File: src/sicore_pkg.sv
`timescale 1ns / 1ps
`default_nettype none
// ----------------------------------------------------------------------------
// sicore_pkg
// Shared constants, opcode codes and types of the scalar integer core.
// ----------------------------------------------------------------------------
package sicore_pkg;

   // data memory geometry (byte count must be a power of two, at least 16)
   localparam int DMEM_BYTES = 4096;
   localparam int DMEM_AW    = $clog2(DMEM_BYTES);
   localparam int BANK_ROWS  = DMEM_BYTES / 4;
   localparam int ROW_AW     = DMEM_AW - 2;

   // program counter width
   localparam int PC_W = 12;

   // register file geometry
   localparam int RF_DEPTH = 32;
   localparam int RF_AW    = 5;

   // link register
   localparam logic [RF_AW-1:0] REG_LINK = 5'd31;

   // primary opcodes
   localparam logic [5:0] OP_SPECIAL = 6'h00;
   localparam logic [5:0] OP_REGIMM  = 6'h01;
   localparam logic [5:0] OP_J       = 6'h02;
   localparam logic [5:0] OP_JAL     = 6'h03;
   localparam logic [5:0] OP_BEQ     = 6'h04;
   localparam logic [5:0] OP_BNE     = 6'h05;
   localparam logic [5:0] OP_BLEZ    = 6'h06;
   localparam logic [5:0] OP_BGTZ    = 6'h07;
   localparam logic [5:0] OP_ADDI    = 6'h08;
   localparam logic [5:0] OP_ADDIU   = 6'h09;
   localparam logic [5:0] OP_SLTI    = 6'h0A;
   localparam logic [5:0] OP_SLTIU   = 6'h0B;
   localparam logic [5:0] OP_ANDI    = 6'h0C;
   localparam logic [5:0] OP_ORI     = 6'h0D;
   localparam logic [5:0] OP_XORI    = 6'h0E;
   localparam logic [5:0] OP_LUI     = 6'h0F;
   localparam logic [5:0] OP_LB      = 6'h20;
   localparam logic [5:0] OP_LH      = 6'h21;
   localparam logic [5:0] OP_LW      = 6'h23;
   localparam logic [5:0] OP_LBU     = 6'h24;
   localparam logic [5:0] OP_LHU     = 6'h25;
   localparam logic [5:0] OP_LWU     = 6'h27;
   localparam logic [5:0] OP_SB      = 6'h28;
   localparam logic [5:0] OP_SH      = 6'h29;
   localparam logic [5:0] OP_SW      = 6'h2B;

   // special function codes
   localparam logic [5:0] FN_SLL   = 6'h00;
   localparam logic [5:0] FN_SRL   = 6'h02;
   localparam logic [5:0] FN_SRA   = 6'h03;
   localparam logic [5:0] FN_SLLV  = 6'h04;
   localparam logic [5:0] FN_SRLV  = 6'h06;
   localparam logic [5:0] FN_SRAV  = 6'h07;
   localparam logic [5:0] FN_JR    = 6'h08;
   localparam logic [5:0] FN_JALR  = 6'h09;
   localparam logic [5:0] FN_BREAK = 6'h0D;
   localparam logic [5:0] FN_ADD   = 6'h20;
   localparam logic [5:0] FN_ADDU  = 6'h21;
   localparam logic [5:0] FN_SUB   = 6'h22;
   localparam logic [5:0] FN_SUBU  = 6'h23;
   localparam logic [5:0] FN_AND   = 6'h24;
   localparam logic [5:0] FN_OR    = 6'h25;
   localparam logic [5:0] FN_XOR   = 6'h26;
   localparam logic [5:0] FN_NOR   = 6'h27;
   localparam logic [5:0] FN_SLT   = 6'h2A;
   localparam logic [5:0] FN_SLTU  = 6'h2B;

   // regimm rt codes
   localparam logic [4:0] RI_BLTZ   = 5'h00;
   localparam logic [4:0] RI_BGEZ   = 5'h01;
   localparam logic [4:0] RI_BLTZAL = 5'h10;
   localparam logic [4:0] RI_BGEZAL = 5'h11;

   // store size codes
   localparam logic [1:0] SIZE_BYTE = 2'd0;
   localparam logic [1:0] SIZE_HALF = 2'd1;
   localparam logic [1:0] SIZE_WORD = 2'd2;

   // kind of load whose data comes back from memory
   typedef enum logic [2:0] {
      LD_NONE,
      LD_BYTE,
      LD_BYTE_U,
      LD_HALF,
      LD_HALF_U,
      LD_WORD
   } load_kind_type;

   // decoded and executed view of one instruction
   typedef struct packed {
      logic               reg_we;
      logic [RF_AW-1:0]   reg_index;
      logic [31:0]        reg_value;
      load_kind_type      load_kind;
      logic               mem_we;
      logic [1:0]         mem_size;
      logic [DMEM_AW-1:0] ea;
      logic               brk;
      logic               unsup;
      logic               taken;
      logic [PC_W-1:0]    target;
   } exec_res_type;

endpackage
`default_nettype wire

File: src/sicore_exec.sv
`timescale 1ns / 1ps
`default_nettype none
// ----------------------------------------------------------------------------
// sicore_exec
// Decode and execute of one instruction word: alu, shifts, compares,
// branch resolution, effective address and register write selection.
// ----------------------------------------------------------------------------
module sicore_exec (
   input  wire logic [31:0]                  instr,
   input  wire logic [31:0]                  op_a,
   input  wire logic [31:0]                  op_b,
   input  wire logic [sicore_pkg::PC_W-1:0]  next_pc,
   input  wire logic [sicore_pkg::PC_W-1:0]  after_next_pc,
   output sicore_pkg::exec_res_type          res
);

   logic [5:0]  prim;
   logic [5:0]  funct;
   logic [4:0]  rs_idx;
   logic [4:0]  rt_idx;
   logic [4:0]  rd_idx;
   logic [4:0]  sa;
   logic [31:0] imm_z;
   logic [31:0] imm_s;
   logic [31:0] link_val;
   logic [31:0] sum_ab;
   logic [31:0] diff_ab;
   logic [31:0] sum_ai;
   logic [sicore_pkg::PC_W-1:0] rel_target;
   logic [sicore_pkg::PC_W-1:0] jmp_target;
   logic        a_neg;
   logic        a_zero;

   logic                    do_wr;
   logic [4:0]              wr_idx;
   logic [31:0]             wr_val;
   sicore_pkg::load_kind_type ld_kind;
   logic                    st_en;
   logic [1:0]              st_size;
   logic                    brk;
   logic                    unsup;
   logic                    taken;
   logic [sicore_pkg::PC_W-1:0] target;
   logic                    wr_ok;

   // field extraction and shared datapath
   assign prim       = instr[31:26];
   assign rs_idx     = instr[25:21];
   assign rt_idx     = instr[20:16];
   assign rd_idx     = instr[15:11];
   assign sa         = instr[10:6];
   assign funct      = instr[5:0];
   assign imm_z      = {16'h0000, instr[15:0]};
   assign imm_s      = {{16{instr[15]}}, instr[15:0]};
   assign link_val   = {20'h00000, after_next_pc[sicore_pkg::PC_W-1:2], 2'b00};
   assign sum_ab     = op_a + op_b;
   assign diff_ab    = op_a - op_b;
   assign sum_ai     = op_a + imm_s;
   assign rel_target = next_pc + {imm_s[sicore_pkg::PC_W-3:0], 2'b00};
   assign jmp_target = {instr[sicore_pkg::PC_W-3:0], 2'b00};
   assign a_neg      = op_a[31];
   assign a_zero     = (op_a == 32'h0000_0000);

   // opcode decoder
   always_comb begin
      do_wr   = 1'b0;
      wr_idx  = rd_idx;
      wr_val  = 32'h0000_0000;
      ld_kind = sicore_pkg::LD_NONE;
      st_en   = 1'b0;
      st_size = sicore_pkg::SIZE_BYTE;
      brk     = 1'b0;
      unsup   = 1'b0;
      taken   = 1'b0;
      target  = '0;
      unique case (prim)
         sicore_pkg::OP_SPECIAL: begin
            unique case (funct) inside
               sicore_pkg::FN_SLL: begin
                  do_wr  = 1'b1;
                  wr_val = op_b << sa;
               end
               sicore_pkg::FN_SRL: begin
                  do_wr  = 1'b1;
                  wr_val = op_b >> sa;
               end
               sicore_pkg::FN_SRA: begin
                  do_wr  = 1'b1;
                  wr_val = $unsigned($signed(op_b) >>> sa);
               end
               sicore_pkg::FN_SLLV: begin
                  do_wr  = 1'b1;
                  wr_val = op_b << op_a[4:0];
               end
               sicore_pkg::FN_SRLV: begin
                  do_wr  = 1'b1;
                  wr_val = op_b >> op_a[4:0];
               end
               sicore_pkg::FN_SRAV: begin
                  do_wr  = 1'b1;
                  wr_val = $unsigned($signed(op_b) >>> op_a[4:0]);
               end
               sicore_pkg::FN_JR: begin
                  taken  = 1'b1;
                  target = op_a[sicore_pkg::PC_W-1:0];
               end
               sicore_pkg::FN_JALR: begin
                  do_wr  = 1'b1;
                  wr_val = link_val;
                  taken  = 1'b1;
                  target = op_a[sicore_pkg::PC_W-1:0];
               end
               sicore_pkg::FN_BREAK: begin
                  brk = 1'b1;
               end
               sicore_pkg::FN_ADD, sicore_pkg::FN_ADDU: begin
                  do_wr  = 1'b1;
                  wr_val = sum_ab;
               end
               sicore_pkg::FN_SUB, sicore_pkg::FN_SUBU: begin
                  do_wr  = 1'b1;
                  wr_val = diff_ab;
               end
               sicore_pkg::FN_AND: begin
                  do_wr  = 1'b1;
                  wr_val = op_a & op_b;
               end
               sicore_pkg::FN_OR: begin
                  do_wr  = 1'b1;
                  wr_val = op_a | op_b;
               end
               sicore_pkg::FN_XOR: begin
                  do_wr  = 1'b1;
                  wr_val = op_a ^ op_b;
               end
               sicore_pkg::FN_NOR: begin
                  do_wr  = 1'b1;
                  wr_val = ~(op_a | op_b);
               end
               sicore_pkg::FN_SLT: begin
                  do_wr  = 1'b1;
                  wr_val = {31'h0, ($signed(op_a) < $signed(op_b))};
               end
               sicore_pkg::FN_SLTU: begin
                  do_wr  = 1'b1;
                  wr_val = {31'h0, (op_a < op_b)};
               end
               default: begin
                  unsup = 1'b1;
               end
            endcase
         end
         sicore_pkg::OP_REGIMM: begin
            target = rel_target;
            unique case (rt_idx) inside
               sicore_pkg::RI_BLTZ: begin
                  taken = a_neg;
               end
               sicore_pkg::RI_BGEZ: begin
                  taken = !a_neg;
               end
               sicore_pkg::RI_BLTZAL: begin
                  taken  = a_neg;
                  do_wr  = 1'b1;
                  wr_idx = sicore_pkg::REG_LINK;
                  wr_val = link_val;
               end
               sicore_pkg::RI_BGEZAL: begin
                  taken  = !a_neg;
                  do_wr  = 1'b1;
                  wr_idx = sicore_pkg::REG_LINK;
                  wr_val = link_val;
               end
               default: begin
                  unsup = 1'b1;
               end
            endcase
         end
         sicore_pkg::OP_J: begin
            taken  = 1'b1;
            target = jmp_target;
         end
         sicore_pkg::OP_JAL: begin
            taken  = 1'b1;
            target = jmp_target;
            do_wr  = 1'b1;
            wr_idx = sicore_pkg::REG_LINK;
            wr_val = link_val;
         end
         sicore_pkg::OP_BEQ: begin
            taken  = (op_a == op_b);
            target = rel_target;
         end
         sicore_pkg::OP_BNE: begin
            taken  = (op_a != op_b);
            target = rel_target;
         end
         sicore_pkg::OP_BLEZ: begin
            taken  = a_zero || a_neg;
            target = rel_target;
         end
         sicore_pkg::OP_BGTZ: begin
            taken  = !a_zero && !a_neg;
            target = rel_target;
         end
         sicore_pkg::OP_ADDI, sicore_pkg::OP_ADDIU: begin
            do_wr  = 1'b1;
            wr_idx = rt_idx;
            wr_val = sum_ai;
         end
         sicore_pkg::OP_SLTI: begin
            do_wr  = 1'b1;
            wr_idx = rt_idx;
            wr_val = {31'h0, ($signed(op_a) < $signed(imm_s))};
         end
         sicore_pkg::OP_SLTIU: begin
            do_wr  = 1'b1;
            wr_idx = rt_idx;
            wr_val = {31'h0, (op_a < imm_s)};
         end
         sicore_pkg::OP_ANDI: begin
            do_wr  = 1'b1;
            wr_idx = rt_idx;
            wr_val = op_a & imm_z;
         end
         sicore_pkg::OP_ORI: begin
            do_wr  = 1'b1;
            wr_idx = rt_idx;
            wr_val = op_a | imm_z;
         end
         sicore_pkg::OP_XORI: begin
            do_wr  = 1'b1;
            wr_idx = rt_idx;
            wr_val = op_a ^ imm_z;
         end
         sicore_pkg::OP_LUI: begin
            do_wr  = 1'b1;
            wr_idx = rt_idx;
            wr_val = {instr[15:0], 16'h0000};
         end
         sicore_pkg::OP_LB: begin
            do_wr   = 1'b1;
            wr_idx  = rt_idx;
            ld_kind = sicore_pkg::LD_BYTE;
         end
         sicore_pkg::OP_LH: begin
            do_wr   = 1'b1;
            wr_idx  = rt_idx;
            ld_kind = sicore_pkg::LD_HALF;
         end
         sicore_pkg::OP_LW, sicore_pkg::OP_LWU: begin
            do_wr   = 1'b1;
            wr_idx  = rt_idx;
            ld_kind = sicore_pkg::LD_WORD;
         end
         sicore_pkg::OP_LBU: begin
            do_wr   = 1'b1;
            wr_idx  = rt_idx;
            ld_kind = sicore_pkg::LD_BYTE_U;
         end
         sicore_pkg::OP_LHU: begin
            do_wr   = 1'b1;
            wr_idx  = rt_idx;
            ld_kind = sicore_pkg::LD_HALF_U;
         end
         sicore_pkg::OP_SB: begin
            st_en   = 1'b1;
            st_size = sicore_pkg::SIZE_BYTE;
         end
         sicore_pkg::OP_SH: begin
            st_en   = 1'b1;
            st_size = sicore_pkg::SIZE_HALF;
         end
         sicore_pkg::OP_SW: begin
            st_en   = 1'b1;
            st_size = sicore_pkg::SIZE_WORD;
         end
         default: begin
            unsup = 1'b1;
         end
      endcase
   end

   // register zero never takes a write
   assign wr_ok = do_wr && (wr_idx != '0);

   assign res.reg_we    = wr_ok;
   assign res.reg_index = wr_ok ? wr_idx : '0;
   assign res.reg_value = wr_ok ? wr_val : 32'h0000_0000;
   assign res.load_kind = wr_ok ? ld_kind : sicore_pkg::LD_NONE;
   assign res.mem_we    = st_en;
   assign res.mem_size  = st_size;
   assign res.ea        = sum_ai[sicore_pkg::DMEM_AW-1:0];
   assign res.brk       = brk;
   assign res.unsup     = unsup;
   assign res.taken     = taken;
   assign res.target    = target;

endmodule
`default_nettype wire

File: config.mk
export PLATFORM = sky130hd
export DESIGN_NAME = sicore_exec
export DESIGN_NICKNAME = d
export VERILOG_FILES = /design/src/sicore_pkg.sv /design/src/sicore_exec.sv
export SDC_FILE = /design/constraint.sdc
export NUM_CORES = 1
export LEC_CHECK = 0
export BUFFER_PORTS_ARGS = -buffer_cell sky130_fd_sc_hd__buf_2
export CAP_MARGIN = 5
export CORE_AREA = 2 2 225 183
export DETAILED_ROUTE_END_ITERATION = 10
export DIE_AREA = 0 0 227 185
export SLEW_MARGIN = 0
export SYNTH_ARGS = -nofsm -noshare
export SYNTH_HDL_FRONTEND = slang
export SYNTH_SLANG_ARGS = --single-unit
File: constraint.sdc
create_clock -name vclk -period 9.5
set_input_delay 0.475 -clock vclk [all_inputs]
set_output_delay 0.475 -clock vclk [all_outputs]
set_load 0.02 [all_outputs]
### After elaboration in Yosys (flattened, before gate mapping)

Cells that the tools add are included.

* register bits: 0
* input port bits: 120
* output and inout port bits: 71
* word-level logic and storage cells: 119

* $add $sub $neg: 4
* order comparisons: 4
* equality and inequality tests: 47
* shifts and indexed selects: 6
* multiplexer cells: 24
* bitwise operators: 7
* reductions and logical operators: 27

Operators by type and width (number)
* case mux 32 bit (15 select lines): 1
* case mux 32 bit (10 select lines): 1
* equality test 6 bit (second input constant): 19
* < comparator 32 bit: 3
* equality test 6 x 4 -> 1 bit (second input constant): 11
* adder 32 bit: 2
* left shift 32 x 5 -> 32 bit: 2
* >> shifter 32 x 5 -> 32 bit: 2
* >>> shifter 32 x 5 -> 32 bit: 2
* equality test 6 x 3 -> 1 bit (second input constant): 7
* case mux 12 bit (3 select lines): 1
* bitwise AND 32 x 16 -> 32 bit: 1
* bitwise AND 32 bit: 1
* equality test 32 bit: 1
* logical NOT 32 bit: 1
* < comparator 32 x 16 -> 1 bit: 1
* 2-to-1 mux 32 bit: 1
* inequality test 32 bit: 1
* NOT 32 bit: 1
* OR 32 x 16 -> 32 bit: 1
* OR 32 bit: 1
* subtractor 32 bit: 1
* bitwise XOR 32 x 16 -> 32 bit: 1
* bitwise XOR 32 bit: 1
* other kinds (30): 55

### Logic depth before layout (Yosys ltp)

* depth after elaboration: 7
* mapped depth: 14
* mapped depth without buffers: 14

### Worst setup path after synthesis

Ideal clock, no wire load.

* path kind: input -> output
* start point: input port instr[1]
* end point: output port res[61] (netlist name)
* arrival time: 3.502 ns
* required time: 9.025 ns
* path slack: 5.523 ns
* stages: 13
* path buffers: 1
* cell sequence: clkbuf_1 -> clkinv_1 -> fa_1 -> nor2b_1 -> o31ai_1 -> a211oi_1 -> a21bo_2 -> a211oi_1 -> o211a_1 -> o31ai_1 -> xnor2_1 -> a222oi_1 -> o22ai_1

RTL lines
* start: declaration: line sicore_exec.sv:9 `input wire logic [31:0] instr,`
* end: declaration: line sicore_exec.sv:14 `output sicore_pkg::exec_res_type res`

==> metrics.json <==
{
  "final_nets": {"value": 2661},
  "antenna_violating_nets_post_route": {"value": 0},
  "final-instance-count-excl-fill": {"value": 2879},
  "floorplan_core_area": {"value": 39970, "unit": "um^2"},
  "drt-total-wl": {"value": 93160, "unit": "um"},
  "synthesis.area": {"value": 15700, "unit": "um^2"},
  "fin_crit_sh": {"value": 66.87, "unit": "%"},
  "timing.slew.headroom": {"value": 8.825, "unit": "%"},
  "run_status": {"value": "finished, final reports clean"},
  "critPathArrivalTime": {"value": 5880, "unit": "ps"},
  "number_of_global_route_vias_before_repair": {"value": 18100},
  "fmax": {"value": 157.4, "unit": "MHz"},
  "vdd_ir_drop_max": {"value": 0.03224, "unit": "mV"},
  "num_vias": {"value": 20030},
  "ff_latch_area": {"value": 0, "unit": "um^2"},
  "dp_hpwl": {"value": 74000, "unit": "um"},
  "starting_density_of_the_core": {"value": 39.28, "unit": "%"},
  "grt_start_max_net_pins": {"value": 46},
  "timing.hold.ws": {"value": 1289, "unit": "ps"},
  "routed_via_density": {"value": 6.956},
  "critPathRequiredTime": {"value": 9030, "unit": "ps"},
  "worst-setup-path-type": {"value": "in -> out"},
  "timing.setup.tns": {"value": 0, "unit": "ps"},
  "layout-drive-gt1-share": {"value": 13.58, "unit": "%"},
  "synth-seq-area-share": {"value": 0, "unit": "%"},
  "layout_min_cycle_time": {"value": 6352, "unit": "ps"},
  "clock_buffer_count": {"value": 0},
  "postSynthNetCount": {"value": 2595},
  "floorplan.die.height": {"value": 185, "unit": "um"},
  "drv_slew": {"value": 0},
  "dp.cells": {"value": 2879},
  "wire_per_inst": {"value": 32.36, "unit": "um"},
  "postCtsSetupRepairBufs": {"value": 0},
  "routabilityCongestion": {"value": 1.030},
  "die-width": {"value": 227, "unit": "um"},
  "path_cells": {"value": "buf_4 -> buf_4 -> nand2_1 -> nor2_2 -> mux2i_4 -> buf_4 -> mux2i_1 -> mux2i_1 -> mux2i_1 -> nor2_1 -> a2111oi_0 -> and4b_1 -> o21ai_1 -> buf_2"},
  "hold_start": {"value": "next_pc[0]"},
  "critPathSlowestCell": {"value": "sky130_fd_sc_hd__a2111oi_0"},
  "drt_pass_1_iters": {"value": 6},
  "report.final.setup_viol": {"value": 0},
  "grt_antenna_before_repair": {"value": 4},
  "gr-total-overflow": {"value": 0},
  "core.rowCount": {"value": 66},
  "synthesis.yosys.warnings": {"value": 0},
  "insertedDiodeCount": {"value": 0},
  "origin_of_the_worst_setup_path": {"value": "instr[1]"},
  "worstSetupStartpointType": {"value": "primary input"},
  "drt_iter0_drc": {"value": 2961},
  "worstMarginPinSlew": {"value": 1349, "unit": "ps"},
  "timing.critical_path.fanout_max": {"value": 41},
  "floorplan.die_area": {"value": 42000, "unit": "um^2"},
  "min_path_type": {"value": "in -> out"},
  "timing.critical_path.max_delay_family": {"value": "buffers and inverters"},
  "areaGrowthSynthToFinish": {"value": 8.096, "unit": "%"},
  "powerDensity": {"value": 61.89, "unit": "nW/um^2"},
  "grt_use_total": {"value": 42.80, "unit": "%"},
  "remaining_drc_errors": {"value": 0},
  "worstPathBufferInverterCount": {"value": 4},
  "ioPinCount": {"value": 191},
  "postCtsHoldBufs": {"value": 0},
  "port-buffer-count": {"value": 184},
  "n_sequential_cell": {"value": 0},
  "synth_cell_type_count": {"value": 87},
  "rsz_0062_raised_after_global_routing": {"value": "false"},
  "crit_path_max_incr_delay": {"value": 1050, "unit": "ps"},
  "postSynthCellCount": {"value": 2271},
  "synth_area_per_cell": {"value": 6.914, "unit": "um^2"},
  "worstSetupEndpointType": {"value": "primary output"},
  "postLayoutCoreUtil": {"value": 42.46, "unit": "%"},
  "grt_pass1_wl": {"value": 131400, "unit": "um"},
  "hold_viol": {"value": 0},
  "max_cap_viol_count": {"value": 0},
  "cts_repair_resize_count": {"value": 0},
  "leakage": {"value": 7.559, "unit": "nW"}
}
-- cell usage in the layout, fill, tap and decap left out, types with 32 or more instances in the layout --
master,count
sky130_fd_sc_hd__mux2i_1,205
sky130_fd_sc_hd__a21oi_1,204
sky130_fd_sc_hd__nor2_1,202
sky130_fd_sc_hd__ha_1,200
sky130_fd_sc_hd__buf_2,183
sky130_fd_sc_hd__nand2_1,171
sky130_fd_sc_hd__inv_1,146
sky130_fd_sc_hd__o21ai_0,114
sky130_fd_sc_hd__xnor2_1,80
sky130_fd_sc_hd__buf_4,56
sky130_fd_sc_hd__nor3_1,50
sky130_fd_sc_hd__a22oi_1,49
sky130_fd_sc_hd__o22ai_1,44
sky130_fd_sc_hd__a211oi_1,43
sky130_fd_sc_hd__nand3_1,38
sky130_fd_sc_hd__a21o_1,33
sky130_fd_sc_hd__nor4_1,32
sky130_fd_sc_hd__a221oi_1,32
-- where the power goes --
part	switching [W]	total, W	internal (W)
combinational	0.000712	0.00105	0.000338
clock	0	0	0
sequential	0	0	0
total	0.000712	0.00105	0.000338
-- path summary, 6_finish.rpt --
path | cells past startpoint | slack (ps) | endpoint
max | 14 | 3150 | res[33]
min | 3 | 1290 | res[0]
-- tightest hold or removal path, cell delays in order --
cell and delay (ps):
sky130_fd_sc_hd__buf_2 80, sky130_fd_sc_hd__a22o_1 110, sky130_fd_sc_hd__buf_2 150
-- final cells by class --
cell class | count | area, um^2
multi-input cells | 1948 | 14400
inverters | 148 | 555.5
repair buffers | 239 | 1336
well taps | 544 | 680.7
fillers | 4404 | 23000
-- through the flow --
step	setup WS (ps)	area [um^2]	total power, W
after detailed placement	3537	16970	0.0009975
after global routing	3182	16970	0.001100
after CTS	3536	16970	0.001002
after global placement	3565	16970	0.0009943
final	3148	16970	0.001050
after floorplan	5523	15700	0.0006416
-- cells by family after synthesis --
family                     Yosys count  synth area share, %
and+or+nand+nor                    615                18.46
adders and majority gates          204                16.45
buffers and inverters              323                8.527
xor gates and xnor gates            99                5.522
AOI/OAI and AO/OA                  790                33.97
muxes                              240                17.08
-- synthesized netlist by cell type, drive strengths merged, types with 11 or more instances --
master,number,area [um^2]
a31oi,29,181.4
a21boi,11,82.57
inv,146,548.0
xnor2,80,700.7
o21bai,27,202.7
o22ai,44,275.3
nand2b,19,118.9
a21oi,209,1072
a211oi,43,322.8
buf,53,325.3
a221o,12,120.1
nand4,11,68.82
mux2,13,146.4
o21a,15,112.6
nor2b,14,87.58
a221oi,34,310.3
a21o,33,247.7
o21ai,124,624.3
nor2,203,764.5
mux2i,206,2062
o31ai,16,120.1
nand2,174,665.6
mux4,21,473.0
nor4,33,206.5
and3,11,68.82
ha,200,2502
nor3,56,305.3
clkbuf,122,457.9
nand3,38,190.2
and2,14,87.58
or3,12,75.07
a22oi,50,380.4
a222oi,22,220.2
o221ai,12,105.1
o211ai,22,165.2
xor2,19,166.4
-- routing by layer --
layer	routed length [um]	GRT usage (%)
met4	3852	15.14
met1	39860	60.77
met5	34	0
met2	37280	61.15
met3	12130	11.71
Power figures use the tool's default switching activity.
